===== src/sv/cwd_pkg.sv =====
// Shared types and constants of the CRC-checked word deframer.
package cwd_pkg;

    // Longest response, in data words, and the width of the word counter.
    localparam int MAX_WORDS  = 2;
    localparam int WORD_CNT_W = $clog2(MAX_WORDS + 1);

    // Configuration port.
    localparam int CFG_ADDR_W = 2;
    localparam int CFG_DATA_W = 8;
    localparam int WORDS_W    = 2;

    localparam logic [CFG_ADDR_W-1:0] CFG_CRC_POLY  = 2'd0;
    localparam logic [CFG_ADDR_W-1:0] CFG_CRC_START = 2'd1;
    localparam logic [CFG_ADDR_W-1:0] CFG_WORDS     = 2'd2;

    localparam logic [7:0]         CRC_POLY_RST  = 8'h31;
    localparam logic [7:0]         CRC_START_RST = 8'hFF;
    localparam logic [WORDS_W-1:0] WORDS_RST     = 2'd2;

    // Word status codes.
    localparam logic [1:0] STATUS_OK      = 2'd0;
    localparam logic [1:0] STATUS_CRC_ERR = 2'd1;
    localparam logic [1:0] STATUS_SKIPPED = 2'd2;

    typedef struct packed {
        logic [7:0]         crc_poly;
        logic [7:0]         crc_start;
        logic [WORDS_W-1:0] words;
    } t_cfg;

endpackage


===== src/sv/cwd_cfg_regs.sv =====
// Configuration registers of the word deframer.
module cwd_cfg_regs (
    input  logic                            i_clk,
    input  logic                            i_rst_n,
    input  logic                            i_cfg_we,
    input  logic [cwd_pkg::CFG_ADDR_W-1:0]  i_cfg_addr,
    input  logic [cwd_pkg::CFG_DATA_W-1:0]  i_cfg_wdata,
    output cwd_pkg::t_cfg                   o_cfg
);
    import cwd_pkg::*;

    t_cfg r_cfg;

    always_ff @(posedge i_clk) begin
        if (!i_rst_n) begin
            r_cfg.crc_poly  <= CRC_POLY_RST;
            r_cfg.crc_start <= CRC_START_RST;
            r_cfg.words     <= WORDS_RST;
        end else if (i_cfg_we) begin
            unique case (i_cfg_addr)
                CFG_CRC_POLY:  r_cfg.crc_poly  <= i_cfg_wdata[7:0];
                CFG_CRC_START: r_cfg.crc_start <= i_cfg_wdata[7:0];
                CFG_WORDS:     r_cfg.words     <= i_cfg_wdata[WORDS_W-1:0];
                default: ;
            endcase
        end
    end

    assign o_cfg = r_cfg;

endmodule


===== src/sv/cwd_crc8.sv =====
// Byte-wide MSB-first CRC-8 update, unrolled over the eight bit steps.
module cwd_crc8 (
    input  logic [7:0] i_crc,
    input  logic [7:0] i_byte,
    input  logic [7:0] i_poly,
    output logic [7:0] o_crc
);
    logic [7:0] v;

    always_comb begin
        v = i_crc ^ i_byte;
        for (int i = 0; i < 8; i++) begin
            if (v[7]) begin
                v = {v[6:0], 1'b0} ^ i_poly;
            end else begin
                v = {v[6:0], 1'b0};
            end
        end
    end

    assign o_crc = v;

endmodule


===== src/sv/cwd_core.sv =====
// Framing state, CRC check and result register of the word deframer.
module cwd_core (
    input  logic          i_clk,
    input  logic          i_rst_n,
    input  cwd_pkg::t_cfg i_cfg,
    input  logic          i_item_valid,
    input  logic [7:0]    i_item_byte,
    input  logic          i_item_start,
    output logic          o_item_take,
    output logic          o_out_valid,
    input  logic          i_out_ready,
    output logic [15:0]   o_out_word,
    output logic [1:0]    o_out_status,
    output logic          o_out_last
);
    import cwd_pkg::*;

    typedef enum logic [1:0] {
        POS_HIGH,
        POS_LOW,
        POS_CRC
    } t_pos;

    t_pos                  r_pos;
    logic [WORD_CNT_W-1:0] r_cnt;
    logic                  r_mis;
    logic [7:0]            r_high;
    logic [7:0]            r_low;
    logic [7:0]            r_crc;
    logic                  r_out_valid;
    logic [15:0]           r_out_word;
    logic [1:0]            r_out_status;
    logic                  r_out_last;

    t_pos                  n_pos;
    logic [WORD_CNT_W-1:0] n_cnt;
    logic                  n_mis;
    logic [7:0]            n_high;
    logic [7:0]            n_low;
    logic [7:0]            n_crc;
    logic                  n_out_valid;
    logic [15:0]           n_out_word;
    logic [1:0]            n_out_status;
    logic                  n_out_last;

    t_pos                  w_pos;
    logic [WORD_CNT_W-1:0] w_cnt;
    logic                  w_mis;
    logic [WORD_CNT_W-1:0] w_total;
    logic                  w_active;
    logic                  w_take;
    logic                  w_result;
    logic [1:0]            w_status;
    logic [7:0]            w_crc_in;
    logic [7:0]            w_crc_out;

    // Effective word count: zero acts as one, larger values saturate.
    always_comb begin
        if (i_cfg.words == '0) begin
            w_total = WORD_CNT_W'(1);
        end else if (int'(i_cfg.words) > MAX_WORDS) begin
            w_total = WORD_CNT_W'(MAX_WORDS);
        end else begin
            w_total = WORD_CNT_W'(i_cfg.words);
        end
    end

    // A start mark restarts the response before the byte is used.
    assign w_pos    = i_item_start ? POS_HIGH : r_pos;
    assign w_cnt    = i_item_start ? '0 : r_cnt;
    assign w_mis    = i_item_start ? 1'b0 : r_mis;
    assign w_active = (w_cnt < w_total);

    assign w_take   = i_item_valid && (!r_out_valid || i_out_ready);
    assign w_result = w_take && w_active && (w_pos == POS_CRC);

    assign w_crc_in = (w_pos == POS_HIGH) ? i_cfg.crc_start : r_crc;

    cwd_crc8 u_crc8 (
        .i_crc  (w_crc_in),
        .i_byte (i_item_byte),
        .i_poly (i_cfg.crc_poly),
        .o_crc  (w_crc_out)
    );

    always_comb begin
        if (w_mis) begin
            w_status = STATUS_SKIPPED;
        end else if (r_crc != i_item_byte) begin
            w_status = STATUS_CRC_ERR;
        end else begin
            w_status = STATUS_OK;
        end
    end

    // Next state: a taken byte advances the framing; a result leaves when it is accepted.
    always_comb begin
        n_pos        = r_pos;
        n_cnt        = r_cnt;
        n_mis        = r_mis;
        n_high       = r_high;
        n_low        = r_low;
        n_crc        = r_crc;
        n_out_valid  = r_out_valid && !i_out_ready;
        n_out_word   = r_out_word;
        n_out_status = r_out_status;
        n_out_last   = r_out_last;
        if (w_take) begin
            n_pos = w_pos;
            n_cnt = w_cnt;
            n_mis = w_mis;
            if (w_active) begin
                unique case (w_pos)
                    POS_HIGH: begin
                        n_high = i_item_byte;
                        n_crc  = w_crc_out;
                        n_pos  = POS_LOW;
                    end
                    POS_LOW: begin
                        n_low = i_item_byte;
                        n_crc = w_crc_out;
                        n_pos = POS_CRC;
                    end
                    POS_CRC: begin
                        n_out_valid  = 1'b1;
                        n_out_word   = {r_high, r_low};
                        n_out_status = w_status;
                        n_out_last   = ((w_cnt + 1'b1) == w_total);
                        n_mis        = w_mis || (w_status == STATUS_CRC_ERR);
                        n_cnt        = w_cnt + 1'b1;
                        n_pos        = POS_HIGH;
                        n_crc        = i_cfg.crc_start;
                    end
                    default: begin
                        n_pos = POS_HIGH;
                    end
                endcase
            end
        end
    end

    always_ff @(posedge i_clk) begin
        if (!i_rst_n) begin
            r_pos        <= POS_HIGH;
            r_cnt        <= '0;
            r_mis        <= 1'b0;
            r_high       <= '0;
            r_low        <= '0;
            r_crc        <= CRC_START_RST;
            r_out_valid  <= 1'b0;
            r_out_word   <= '0;
            r_out_status <= STATUS_OK;
            r_out_last   <= 1'b0;
        end else begin
            r_pos        <= n_pos;
            r_cnt        <= n_cnt;
            r_mis        <= n_mis;
            r_high       <= n_high;
            r_low        <= n_low;
            r_crc        <= n_crc;
            r_out_valid  <= n_out_valid;
            r_out_word   <= n_out_word;
            r_out_status <= n_out_status;
            r_out_last   <= n_out_last;
        end
    end

    assign o_item_take  = w_take;
    assign o_out_valid  = r_out_valid;
    assign o_out_word   = r_out_word;
    assign o_out_status = r_out_status;
    assign o_out_last   = r_out_last;

`ifndef SYNTHESIS
    a_cnt_bound: assert property (@(posedge i_clk) disable iff (!i_rst_n)
        int'(r_cnt) <= MAX_WORDS)
        else $error("word counter beyond the longest response");

    a_err_sets_mis: assert property (@(posedge i_clk) disable iff (!i_rst_n)
        (w_result && w_status == STATUS_CRC_ERR) |=> r_mis)
        else $error("CRC mismatch did not mark the response");

    a_result_loads: assert property (@(posedge i_clk) disable iff (!i_rst_n)
        w_result |=> (r_out_valid && r_pos == POS_HIGH))
        else $error("CRC byte did not produce a result");

    a_status_code: assert property (@(posedge i_clk) disable iff (!i_rst_n)
        r_out_valid |-> (r_out_status == STATUS_OK || r_out_status == STATUS_CRC_ERR
                         || r_out_status == STATUS_SKIPPED))
        else $error("undefined word status code");
`endif

endmodule


===== src/sv/crc_checked_word_deframer.sv =====
// Top level of the CRC-checked word deframer: input register, configuration and core.
// A result is registered: its CRC byte is checked out of the input register straight into the
// result register.
// Throughput: one byte per cycle while results are accepted; the core's single pass sets this rate.
// The input register refills in the cycle it empties, so a stalled result only holds the byte stream
// once both the input register and the result register are full.
// Reset (synchronous, active low) clears all valid flags, returns framing to the first byte of a
// response and loads the configuration registers with their default values.
module crc_checked_word_deframer (
    input  logic                            i_clk,
    input  logic                            i_rst_n,
    // Configuration write port.
    input  logic                            i_cfg_we,
    input  logic [cwd_pkg::CFG_ADDR_W-1:0]  i_cfg_addr,
    input  logic [cwd_pkg::CFG_DATA_W-1:0]  i_cfg_wdata,
    // Received byte stream.
    input  logic                            s_axis_tvalid,
    output logic                            s_axis_tready,
    input  logic [7:0]                      s_axis_tdata,   // [7:0] rx_byte
    input  logic [0:0]                      s_axis_tuser,   // [0] starts_response
    // Word results.
    output logic                            m_axis_tvalid,
    input  logic                            m_axis_tready,
    output logic [15:0]                     m_axis_tdata,   // [15:0] data_word
    output logic [1:0]                      m_axis_tuser,   // [1:0] word_status
    output logic                            m_axis_tlast    // last_word
);
    import cwd_pkg::*;

    t_cfg       w_cfg;
    logic       w_take;

    // Input register: holds one byte until the core takes it.
    logic       r_in_valid;
    logic [7:0] r_in_byte;
    logic       r_in_start;

    cwd_cfg_regs u_cfg_regs (
        .i_clk       (i_clk),
        .i_rst_n     (i_rst_n),
        .i_cfg_we    (i_cfg_we),
        .i_cfg_addr  (i_cfg_addr),
        .i_cfg_wdata (i_cfg_wdata),
        .o_cfg       (w_cfg)
    );

    // A new item is taken whenever the register is empty or is being emptied.
    assign s_axis_tready = !r_in_valid || w_take;

    always_ff @(posedge i_clk) begin
        if (!i_rst_n) begin
            r_in_valid <= 1'b0;
        end else begin
            if (s_axis_tvalid && s_axis_tready) begin
                r_in_valid <= 1'b1;
                r_in_byte  <= s_axis_tdata;
                r_in_start <= s_axis_tuser[0];
            end else if (w_take) begin
                r_in_valid <= 1'b0;
            end
        end
    end

    cwd_core u_core (
        .i_clk        (i_clk),
        .i_rst_n      (i_rst_n),
        .i_cfg        (w_cfg),
        .i_item_valid (r_in_valid),
        .i_item_byte  (r_in_byte),
        .i_item_start (r_in_start),
        .o_item_take  (w_take),
        .o_out_valid  (m_axis_tvalid),
        .i_out_ready  (m_axis_tready),
        .o_out_word   (m_axis_tdata),
        .o_out_status (m_axis_tuser),
        .o_out_last   (m_axis_tlast)
    );

endmodule


===== config.mk =====
export PLATFORM = sky130hd
export DESIGN_NAME = crc_checked_word_deframer
export DESIGN_NICKNAME = d
export VERILOG_FILES = /design/src/sv/cwd_pkg.sv /design/src/sv/cwd_cfg_regs.sv /design/src/sv/cwd_crc8.sv /design/src/sv/cwd_core.sv /design/src/sv/crc_checked_word_deframer.sv
export SDC_FILE = /design/constraint.sdc
export NUM_CORES = 1
export LEC_CHECK = 0
export ABC_AREA = 1
export ABC_CLOCK_PERIOD_IN_PS = 4270
export BUFFER_PORTS_ARGS = -buffer_cell sky130_fd_sc_hd__buf_2
export CORE_ASPECT_RATIO = 2
export CORE_MARGIN = 8
export CORE_UTILIZATION = 32
export DETAILED_ROUTE_END_ITERATION = 10
export GPL_ROUTABILITY_DRIVEN = 1
export PLACE_DENSITY = 0.52
export SLEW_MARGIN = 25
export SYNTH_ARGS = -nofsm -noshare
export SYNTH_HDL_FRONTEND = slang
export SYNTH_SLANG_ARGS = --single-unit
export TNS_END_PERCENT = 50

===== constraint.sdc =====
create_clock -name i_clk -period 4.27 [get_ports i_clk]
set_clock_uncertainty 0.2 [all_clocks]
set_input_delay 0.854 -clock i_clk [delete_from_list [all_inputs] [get_ports i_clk]]
set_output_delay 0.854 -clock i_clk [all_outputs]
set_load 0.02 [all_outputs]

==> results of run 1 <==
## final timing paths
check                               startpoint                           end  slack (ns)
hold / removal    u_core.r_cnt[1]$_SDFFE_PN0P_  u_core.r_cnt[1]$_SDFFE_PN0P_        0.26
hold reg to reg   u_core.r_cnt[1]$_SDFFE_PN0P_  u_core.r_cnt[1]$_SDFFE_PN0P_        0.26
setup / recovery          r_in_start$_DFFE_PP_  u_core.r_crc[3]$_SDFFE_PN1P_        0.42
setup reg to reg          r_in_start$_DFFE_PP_  u_core.r_crc[3]$_SDFFE_PN1P_        0.42
## layer usage
layer  track usage, %  share of wire (%)  up-vias
met5                0                  0        -
met4             14.9                8.5        0
met3             1.89                2.5       46
met2             29.4                 54       99
met1             13.8                 35     2002
li1                 -                  -     2296
## critical path, delay by kind of cell (launching register included)
kind,cells,cell delay [ns]
simple gates,27,2.87
buf+inv,3,0.25
flops,1,0.43
## what timing repair did
item / 4_1_cts / 5_1_grt
resized for setup: 0 / 8
buffers inserted: 0 / 4
setup endpoints to repair: 0 / 8
## synthesized netlist by cell type (all sizes together)
cell	count	share of area [%]
o21bai	1	0.17
nand2	205	19
inv	84	6.9
nor3	7	0.77
clkbuf	16	1.3
or4	1	0.17
edfxtp	9	6.0
a21oi	43	4.7
clkinv	1	0.083
dfxtp	67	30
xnor2	6	1.2
ha	2	0.55
nor2	63	5.3
nand4	7	0.96
o311ai	1	0.19
xor2	10	1.9
buf	14	2.4
or2	2	0.28
o211ai	14	2.3
nand3	84	10
nor3b	1	0.17
o21ai	52	5.7
## metrics by stage
stage               total power, W  instances  setup TNS, ns  instance area (um^2)
floorplan                  0.00127        690              0                  4540
global placement           0.00138        904              0                  4910
detailed placement         0.00139        904              0                  4910
CTS                        0.00218        920              0                  5210
global route               0.00231        924      -0.000371                  5290
finish                     0.00218        924              0                  5290
## flip-flops by register name, summed over array words and instances, names as in the netlist
register and flops:
r_in_byte 8, r_in_start 1, r_in_valid 1, u_cfg_regs.o_cfg 17, u_core.o_out_last 1, u_core.o_out_status 2, u_core.o_out_valid 1, u_core.o_out_word 16
u_core.r_cnt 2, u_core.r_crc 8, u_core.r_high 8, u_core.r_low 8, u_core.r_mis 1, u_core.r_pos 2
## layout make-up
type	instances	share of cell area (%)
clock buffer	13	4.92
clock inverter	3	0.827
inverter	85	6.07
multi-input combinational	499	47.0
sequential	76	30.4
tap	189	4.47
timing repair buffer	59	6.29
## placed cells by master, fill, tap and decap left out, drive strengths merged
cell and count:
clkbuf 13, nor3 7, xor2 10, o211ai 14, nor2 63, dfxtp 67
buf 59, a21oi 43, o21bai 1, bufinv 1, ha 2, o311ai 1
inv 85, nand3 84, o21ai 52, nor3b 1, or4 1, nand4 7
edfxtp 9, nand2 205, clkinv 2, xnor2 6, or2 2
## kinds of logic (layout without fill, tap and decap cells)
| logic type | after synthesis | after routing | share of synthesized area [%] |
|---|---|---|---|
| adder cells (fa/ha/maj) | 2 | 2 | 0.551 |
| flip-flops | 76 | 76 | 35.5 |
| AO/OA/AOI/OAI | 111 | 111 | 13.2 |
| XOR/XNOR | 16 | 16 | 3.09 |
| buffers and inverters | 115 | 160 | 10.8 |
| AND/OR/NAND/NOR | 370 | 370 | 36.9 |
## power groups by stage
stage | sequential, W | combinational, W | clock (W)
after floorplan | 0.000785 | 0.000489 | 0
after global placement | 0.000795 | 0.000586 | 0
after detailed placement | 0.000795 | 0.000597 | 0
after CTS | 0.000780 | 0.000601 | 0.000798
after global routing | 0.000783 | 0.000701 | 0.000830
final | 0.000781 | 0.000618 | 0.000786
==> results.cfg, run 1 <==
[cts]
clk_pin_slew_ns = 0.06
htreeDepth = 3
clock_path_buffers = 2
clock_sinks = 76
root_buffer = clkbuf_16
cts_buffers = 9
cts_tree = done
ctsHoldBuffers = 0
clock_latency_ns = 0.33

[flow_run]
cap_viol_max_count = 0

[worst_setup_path]
cp_common_cell = nand2_1
slowest_delay_ns = 0.43
crit_path_start_kind = flop
end_kind = flop
worst_ep_required_time_ns = 4.30
rr_worst_depth = 30
critPathSlowestCell = edfxtp_1
critPathArrivalTime_ns = 3.88
critPathKind = flop to flop
crit_fanout = 20

[pwr]
swShare_pct = 33.5
p_per_area_nw_per_um2 = 412
p_clk_share_pct = 36.0
p_int_w = 0.00145
cellLeakagePower_nw = 2.65
seqPwrFrac_pct = 35.7
pwr-share-comb_pct = 28.3
ir_worst_vdd_mv = 0.283
switchingPower_w = 0.000731

[timing]
layout_min_cycle_time_ns = 3.85
slew_headroom_pct = 35.7
final_max_slew_viol_count = 0
tightest_slew_ns = 0.959
finalHoldViolCount = 0
setup_viol = 0
fin_crit_sh_pct = 90.2
hold_slack_ns = 0.256
setup_ws_ns = 0.418
fmax_mhz = 260

[layout]
fillers = 1517
syn_to_final_growth_pct = 16.7
final_core_util_pct = 38.1
drive_above_1_share_pct = 15.6
nets = 756
multiInputGateArea_um2 = 2490
final-seq-area_um2 = 1610
n_antenna_cell = 0

[route]
wire_per_inst_um = 15.2
postRouteWirelength_um = 14000
drc_errors = 0
ant_nets = 0
drtIter0Drc = 237
first_pass_iters = 4
vias = 4443
vias_per_cell = 4.81

[global_route]
grt_usage_pct = 15.7
grt_start_max_net_pins = 46
grt_pass1_wl_um = 22400
grt_pass1_vias = 4422
grt_overflow_total = 0
antenna_found_initial = 0

[run_status]
outcome = finished clean

[floorplanning]
coreArea_um2 = 13900
die_y_um = 184
dieArea_um2 = 18500
fp-row-count = 61
dieWidth_um = 100
start_util_pct = 32.7
io_pins = 45

[place]
io_buffers = 44
dp_slack_ns = 0.164
dpl.hpwl_um = 11000
gp_congestion = 0.880

[synth]
synth_area_um2 = 4540
syn-num-nets = 716
yosysWarnings = 0
ys_seq_area_share_pct = 35.5
postSynthCellCount = 690
avgSynthCellArea_um2 = 6.58
yosysUniqueCellTypes = 32
ys_ff_latch = 76

[hold_path]
hold-path-cell-count = 1
hold_class = flop to flop
Power figures use the tool's default switching activity.
==> run 2, diff against run 1 <==
Settings changed: REMOVE_ABC_BUFFERS set to 1.
==> run 2 against run 1 <==
Net effect: power shrank 5.3%; count of clock-buffer cells in the layout decreased by 3; clock power shrank 13%; final area down 2.1%; register-to-register slack gained 0.02 ns; routed wire length is 4.6% lower; sequential share of layout area increased by 0.66 points; fmax is 0.44% higher; sequential cell count unchanged; critical path type unchanged; largest cell class unchanged; highest routed layer unchanged.
==> results.cfg, run 2 (synthesized netlist as in run 1, its figures left out) <==
[pwr]
switchingPower_w = 0.000725
p_clk_share_pct = 33.2
swShare_pct = 35.1
p_int_w = 0.00134
ir_worst_vdd_mv = 0.290
cellLeakagePower_nw = 2.60
pwr-share-comb_pct = 28.7
p_per_area_nw_per_um2 = 399
seqPwrFrac_pct = 38.0

[cts]
clock_latency_ns = 0.33
clock_sinks = 76
ctsHoldBuffers = 0
cts_resized = 0
postCtsSetupBuffers = 0
cts_tree = done
root_buffer = clkbuf_16
clock_path_buffers = 2
cts_buffers = 9
htreeDepth = 3
clk_pin_slew_ns = 0.06

[global_route]
antenna_found_initial = 0
grt_start_max_net_pins = 57
grt_pass1_vias = 4249
grt_overflow_total = 0
grt_usage_pct = 15.0
grt_pass1_wl_um = 21500

[worst_setup_path]
worst_ep_required_time_ns = 4.29
end_kind = flop
critPathSlowestCell = edfxtp_1
rr_worst_depth = 28
reg2reg_slack_ns = 0.44
worstReg2RegEnd = u_core.r_crc[3]$_SDFFE_PN1P_
crit_fanout = 15
crit_end = u_core.r_crc[3]$_SDFFE_PN1P_
critPathLaunch = r_in_start$_DFFE_PP_
critPathKind = flop to flop
critPathArrivalTime_ns = 3.86
r2r-start = r_in_start$_DFFE_PP_
crit_path_start_kind = flop
cp_common_cell = nand2_4
slowest_delay_ns = 0.42

[layout]
instances_no_fill = 917
syn_to_final_growth_pct = 14.2
final_common_cell = nand2_1
final_cell_mix = nand2_1 (181), inv_1 (81), nand3_1 (77)
multiInputGateArea_um2 = 2470
fillers = 1508
drive_above_1_share_pct = 14.3
n_antenna_cell = 0
nets = 749
largest_register_ffs = 17
final-seq-area_um2 = 1610
post-route-cell-area_um2 = 5180

[place]
io_buffers = 44
dpl.hpwl_um = 10700
gp_congestion = 0.893
dpl_cell_area_um2 = 4880
dp_cells = 901

[timing]
slew_headroom_pct = 29.4
final_max_slew_viol_count = 0
setup_viol = 0
fmax_mhz = 261
tightest_slew_ns = 1.05
grt_setup_unrepaired = false
fin_crit_sh_pct = 89.8
layout_min_cycle_time_ns = 3.83
finalHoldViolCount = 0
finalSetupTns_ns = 0

[floorplanning]
io_pins = 45
dieWidth_um = 100
coreArea_um2 = 13900
fp-row-count = 61
die_y_um = 184
start_util_pct = 32.7
dieArea_um2 = 18500

[route]
drc_errors = 0
postRouteWirelength_um = 13400
ant_nets = 0
wire_per_inst_um = 14.6
first_pass_iters = 5
vias = 4371
drtIter0Drc = 205
vias_per_cell = 4.77

[flow_run]
cap_viol_max_count = 0

[hold_path]
hold_class = flop to flop

[run_status]
outcome = finished clean
==> run 2: critical path, delay by kind of cell, from the launching register on <==
kind | cells | cell delay, ns
flip-flops | 1 | 0.42
buffers and inverters | 2 | 0.23
AND/OR/NAND/NOR | 26 | 2.85
==> run 2: power by group through the flow <==
stage	combinational [W]	sequential, W	clock (W)
3_3_place_gp	0.000580	0.000802	0
6_report	0.000594	0.000786	0.000687
5_1_grt	0.000683	0.000789	0.000724
3_5_place_dp	0.000590	0.000801	0
4_1_cts	0.000592	0.000786	0.000702
2_1_floorplan	0.000445	0.000792	0
==> run 2: layer usage <==
metal	up-vias	share of wire, %	global-route usage (%)	routed length, um
met1	1983	35	13.6	4680
met5	-	0	0	0
met2	74	58	30.0	7690
met3	25	2.0	1.63	273
li1	2289	-	-	-
met4	0	5.4	9.88	720
==> run 2: final cells by class <==
class | instances | share of cell area [%]
sequential | 76 | 31.1
multi-input combinational | 499 | 47.6
inverter | 85 | 6.16
timing repair buffer | 52 | 5.41
clock buffer | 10 | 4.42
tap | 189 | 4.56
clock inverter | 6 | 0.749
==> run 2: per-stage QoR <==
stage / utilization, % / total power (W) / worst slack (ns) / hold slack [ns]
5_1_grt: 37.3 / 0.00220 / 0.0227 / 0.276
4_1_cts: 37.1 / 0.00208 / 0.132 / 0.246
2_1_floorplan: - / 0.00124 / 0.607 / 0.219
6_report: 37.3 / 0.00207 / 0.435 / 0.245
3_5_place_dp: 35.2 / 0.00139 / 0.138 / 0.238
3_3_place_gp: 35.2 / 0.00138 / 0.291 / 0.237
==> run 2: how the worst min path moves through the flow <==
| stage | slack, ns | cells past startpoint | endpoint | startpoint |
|---|---|---|---|---|
| after floorplan | 0.22 | 1 | u_core.r_cnt[1]$_SDFFE_PN0P_ | u_core.r_cnt[1]$_SDFFE_PN0P_ |
| after global placement | 0.24 | 1 | u_core.r_cnt[1]$_SDFFE_PN0P_ | u_core.r_cnt[1]$_SDFFE_PN0P_ |
| after detailed placement | 0.24 | 1 | u_core.r_cnt[1]$_SDFFE_PN0P_ | u_core.r_cnt[1]$_SDFFE_PN0P_ |
| after CTS | 0.25 | 1 | u_core.r_cnt[1]$_SDFFE_PN0P_ | u_core.r_cnt[1]$_SDFFE_PN0P_ |
| after global routing | 0.28 | 1 | u_core.r_cnt[1]$_SDFFE_PN0P_ | u_core.r_cnt[1]$_SDFFE_PN0P_ |
| final | 0.25 | 1 | u_core.r_cnt[1]$_SDFFE_PN0P_ | u_core.r_cnt[1]$_SDFFE_PN0P_ |
==> run 3, diff against run 2 <==
--- a/config.mk
+++ b/config.mk
@@ -15,5 +15,4 @@
 export GPL_ROUTABILITY_DRIVEN = 1
 export PLACE_DENSITY = 0.52
-export REMOVE_ABC_BUFFERS = 1
 export SLEW_MARGIN = 25
 export SYNTH_ARGS = -nofsm -noshare
==> constraint.sdc (replaced) <==
create_clock -name i_clk -period 4.27 [get_ports i_clk]
set_clock_uncertainty 0.2 [all_clocks]
set_input_delay 0.427 -clock i_clk [delete_from_list [all_inputs] [get_ports i_clk]]
set_output_delay 0.427 -clock i_clk [all_outputs]
set_load 0.02 [all_outputs]
==> run 3 against run 2 <==
Net effect: die area unchanged; register-to-register slack improved by 0.05 ns; sequential share of layout area decreased by 0.48 points; cell count increased by 0.55%; setup slack improved by 0.046 ns; non-clock buffer count increased by 5; first-iteration DRC count decreased by 20%; routed wire length increased by 4.3%; combinational power increased by 3.5%; final area increased by 1.6%; critical path depth unchanged; highest routed layer unchanged.
==> results.cfg, run 3 (synthesized netlist as in run 1, its figures left out) <==
[route]
vias = 4428
ant_nets = 0
vias_per_cell = 4.80
drc_errors = 0
wire_per_inst_um = 15.1
postRouteWirelength_um = 13900
first_pass_iters = 4
drtIter0Drc = 165

[timing]
layout_min_cycle_time_ns = 3.79
setup_ws_ns = 0.481
hold_slack_ns = 0.0690
slew_headroom_pct = 34.8
finalHoldViolCount = 0
tightest_slew_ns = 0.971
fmax_mhz = 264
finalSetupTns_ns = 0
setup_viol = 0
fin_crit_sh_pct = 88.7
final_max_slew_viol_count = 0

[worst_setup_path]
critPathKind = flop to flop
critPathArrivalTime_ns = 3.80
critPathLaunch = r_in_start$_DFFE_PP_
cp_common_cell = nand2_1
crit_path_start_kind = flop
end_kind = flop
crit_fanout = 20
r2r-start = r_in_start$_DFFE_PP_
critPathSlowestCell = edfxtp_1
slowest_delay_ns = 0.44
worst_ep_required_time_ns = 4.28

[floorplanning]
fp-row-count = 61
io_pins = 45
start_util_pct = 32.7
dieWidth_um = 100
coreArea_um2 = 13900
dieArea_um2 = 18500
die_y_um = 184

[cts]
cts_tree = done
cts_buffers = 9
clock_sinks = 76
clk_pin_slew_ns = 0.06
clock_latency_ns = 0.33
root_buffer = clkbuf_16
clock_path_buffers = 2
htreeDepth = 3

[global_route]
grt_pass1_vias = 4413
grt_pass1_wl_um = 22500
grt_overflow_total = 0
antenna_found_initial = 0
grt_start_max_net_pins = 57
grt_usage_pct = 15.7

[layout]
final_cell_mix = nand2_1 (181), inv_1 (81), nand3_1 (77)
fillers = 1535
largest_register_ffs = 17
n_antenna_cell = 0
syn_to_final_growth_pct = 16.0
final_common_cell = nand2_1
drive_above_1_share_pct = 15.1
nets = 754

[hold_path]
hold_class = input pin to flop
hp-start = s_axis_tdata[5]

[pwr]
p_per_area_nw_per_um2 = 401
cellLeakagePower_nw = 2.63
ir_worst_vdd_mv = 0.275

[flow_run]
cap_viol_max_count = 0

[place]
dpl.hpwl_um = 10900
gp_congestion = 0.883
dp_slack_ns = 0.141
io_buffers = 44

[run_status]
outcome = finished clean
[run 3: changes by cell type in the layout (fill, tap and decap cells not counted)]
cell,before,now
buf_4,8,13
clkbuf_1,1,2
clkbuf_8,0,2
clkinv_1,2,1
clkinv_2,2,1
inv_2,3,2
inv_4,0,1
inv_6,1,0
nand2_4,10,8
nand2_8,1,3
nor2_1,61,60
nor2_2,2,3
xnor2_1,6,5
xnor2_2,0,1
[run 3: report_power, final]
| group | leakage (nW) | switching, W | internal, W |
|---|---|---|---|
| Sequential | 0.631 | 0.0000281 | 0.000753 |
| Combinational | 1.86 | 0.000404 | 0.000211 |
| Clock | 0.136 | 0.000289 | 0.000426 |
| Total | 2.63 | 0.000721 | 0.00139 |
[run 3: final timing paths]
path / endpoint / slack [ns] / cells past startpoint
setup / recovery: u_core.r_crc[3]$_SDFFE_PN1P_ / 0.48 / 28
hold / removal: r_in_byte[5]$_DFFE_PP_ / 0.07 / 1
setup reg to reg: u_core.r_crc[3]$_SDFFE_PN1P_ / 0.48 / 28
hold reg to reg: u_core.r_cnt[1]$_SDFFE_PN0P_ / 0.25 / 1
[run 3: what timing repair did]
item,CTS,global route
endpoints found under the setup margin,0,8
hold buffers,0,0
setup buffers,0,2
resized for setup,0,10
[run 3: per-stage QoR]
| stage | std cells | instance area, um^2 | power, W | util, % |
|---|---|---|---|---|
| 2_1_floorplan | 690 | 4540 | 0.00127 | - |
| 3_3_place_gp | 904 | 4910 | 0.00138 | 35.3 |
| 3_5_place_dp | 904 | 4910 | 0.00139 | 35.3 |
| 4_1_cts | 920 | 5190 | 0.00211 | 37.4 |
| 5_1_grt | 922 | 5260 | 0.00225 | 37.9 |
| 6_report | 922 | 5260 | 0.00211 | 37.9 |
[run 3: layout make-up]
| cell class | instances | area (um^2) | area share, % |
|---|---|---|---|
| inverters | 85 | 322 | 6.11 |
| well taps | 189 | 236 | 4.49 |
| clock buffers | 13 | 260 | 4.95 |
| clock inverters | 3 | 21.3 | 0.404 |
| repair buffers | 57 | 318 | 6.04 |
| multi-input cells | 499 | 2490 | 47.4 |
| flip-flops and latches | 76 | 1610 | 30.6 |
[run 3: routing by layer]
| metal | up-vias | GRT usage [%] | routed length, um |
|---|---|---|---|
| met5 | - | 0 | 0 |
| met4 | 0 | 11.1 | 963 |
| met3 | 47 | 2.38 | 333 |
| met2 | 97 | 30.5 | 7660 |
| met1 | 1990 | 14.1 | 4990 |
| li1 | 2294 | - | - |
[run 3: worst max-delay path: cells and delay by family, from the launching register on]
kind / cells / cell delay [ns]
buffers and inverters: 2 / 0.24
DFF: 1 / 0.44
and+or+nand+nor: 26 / 2.80
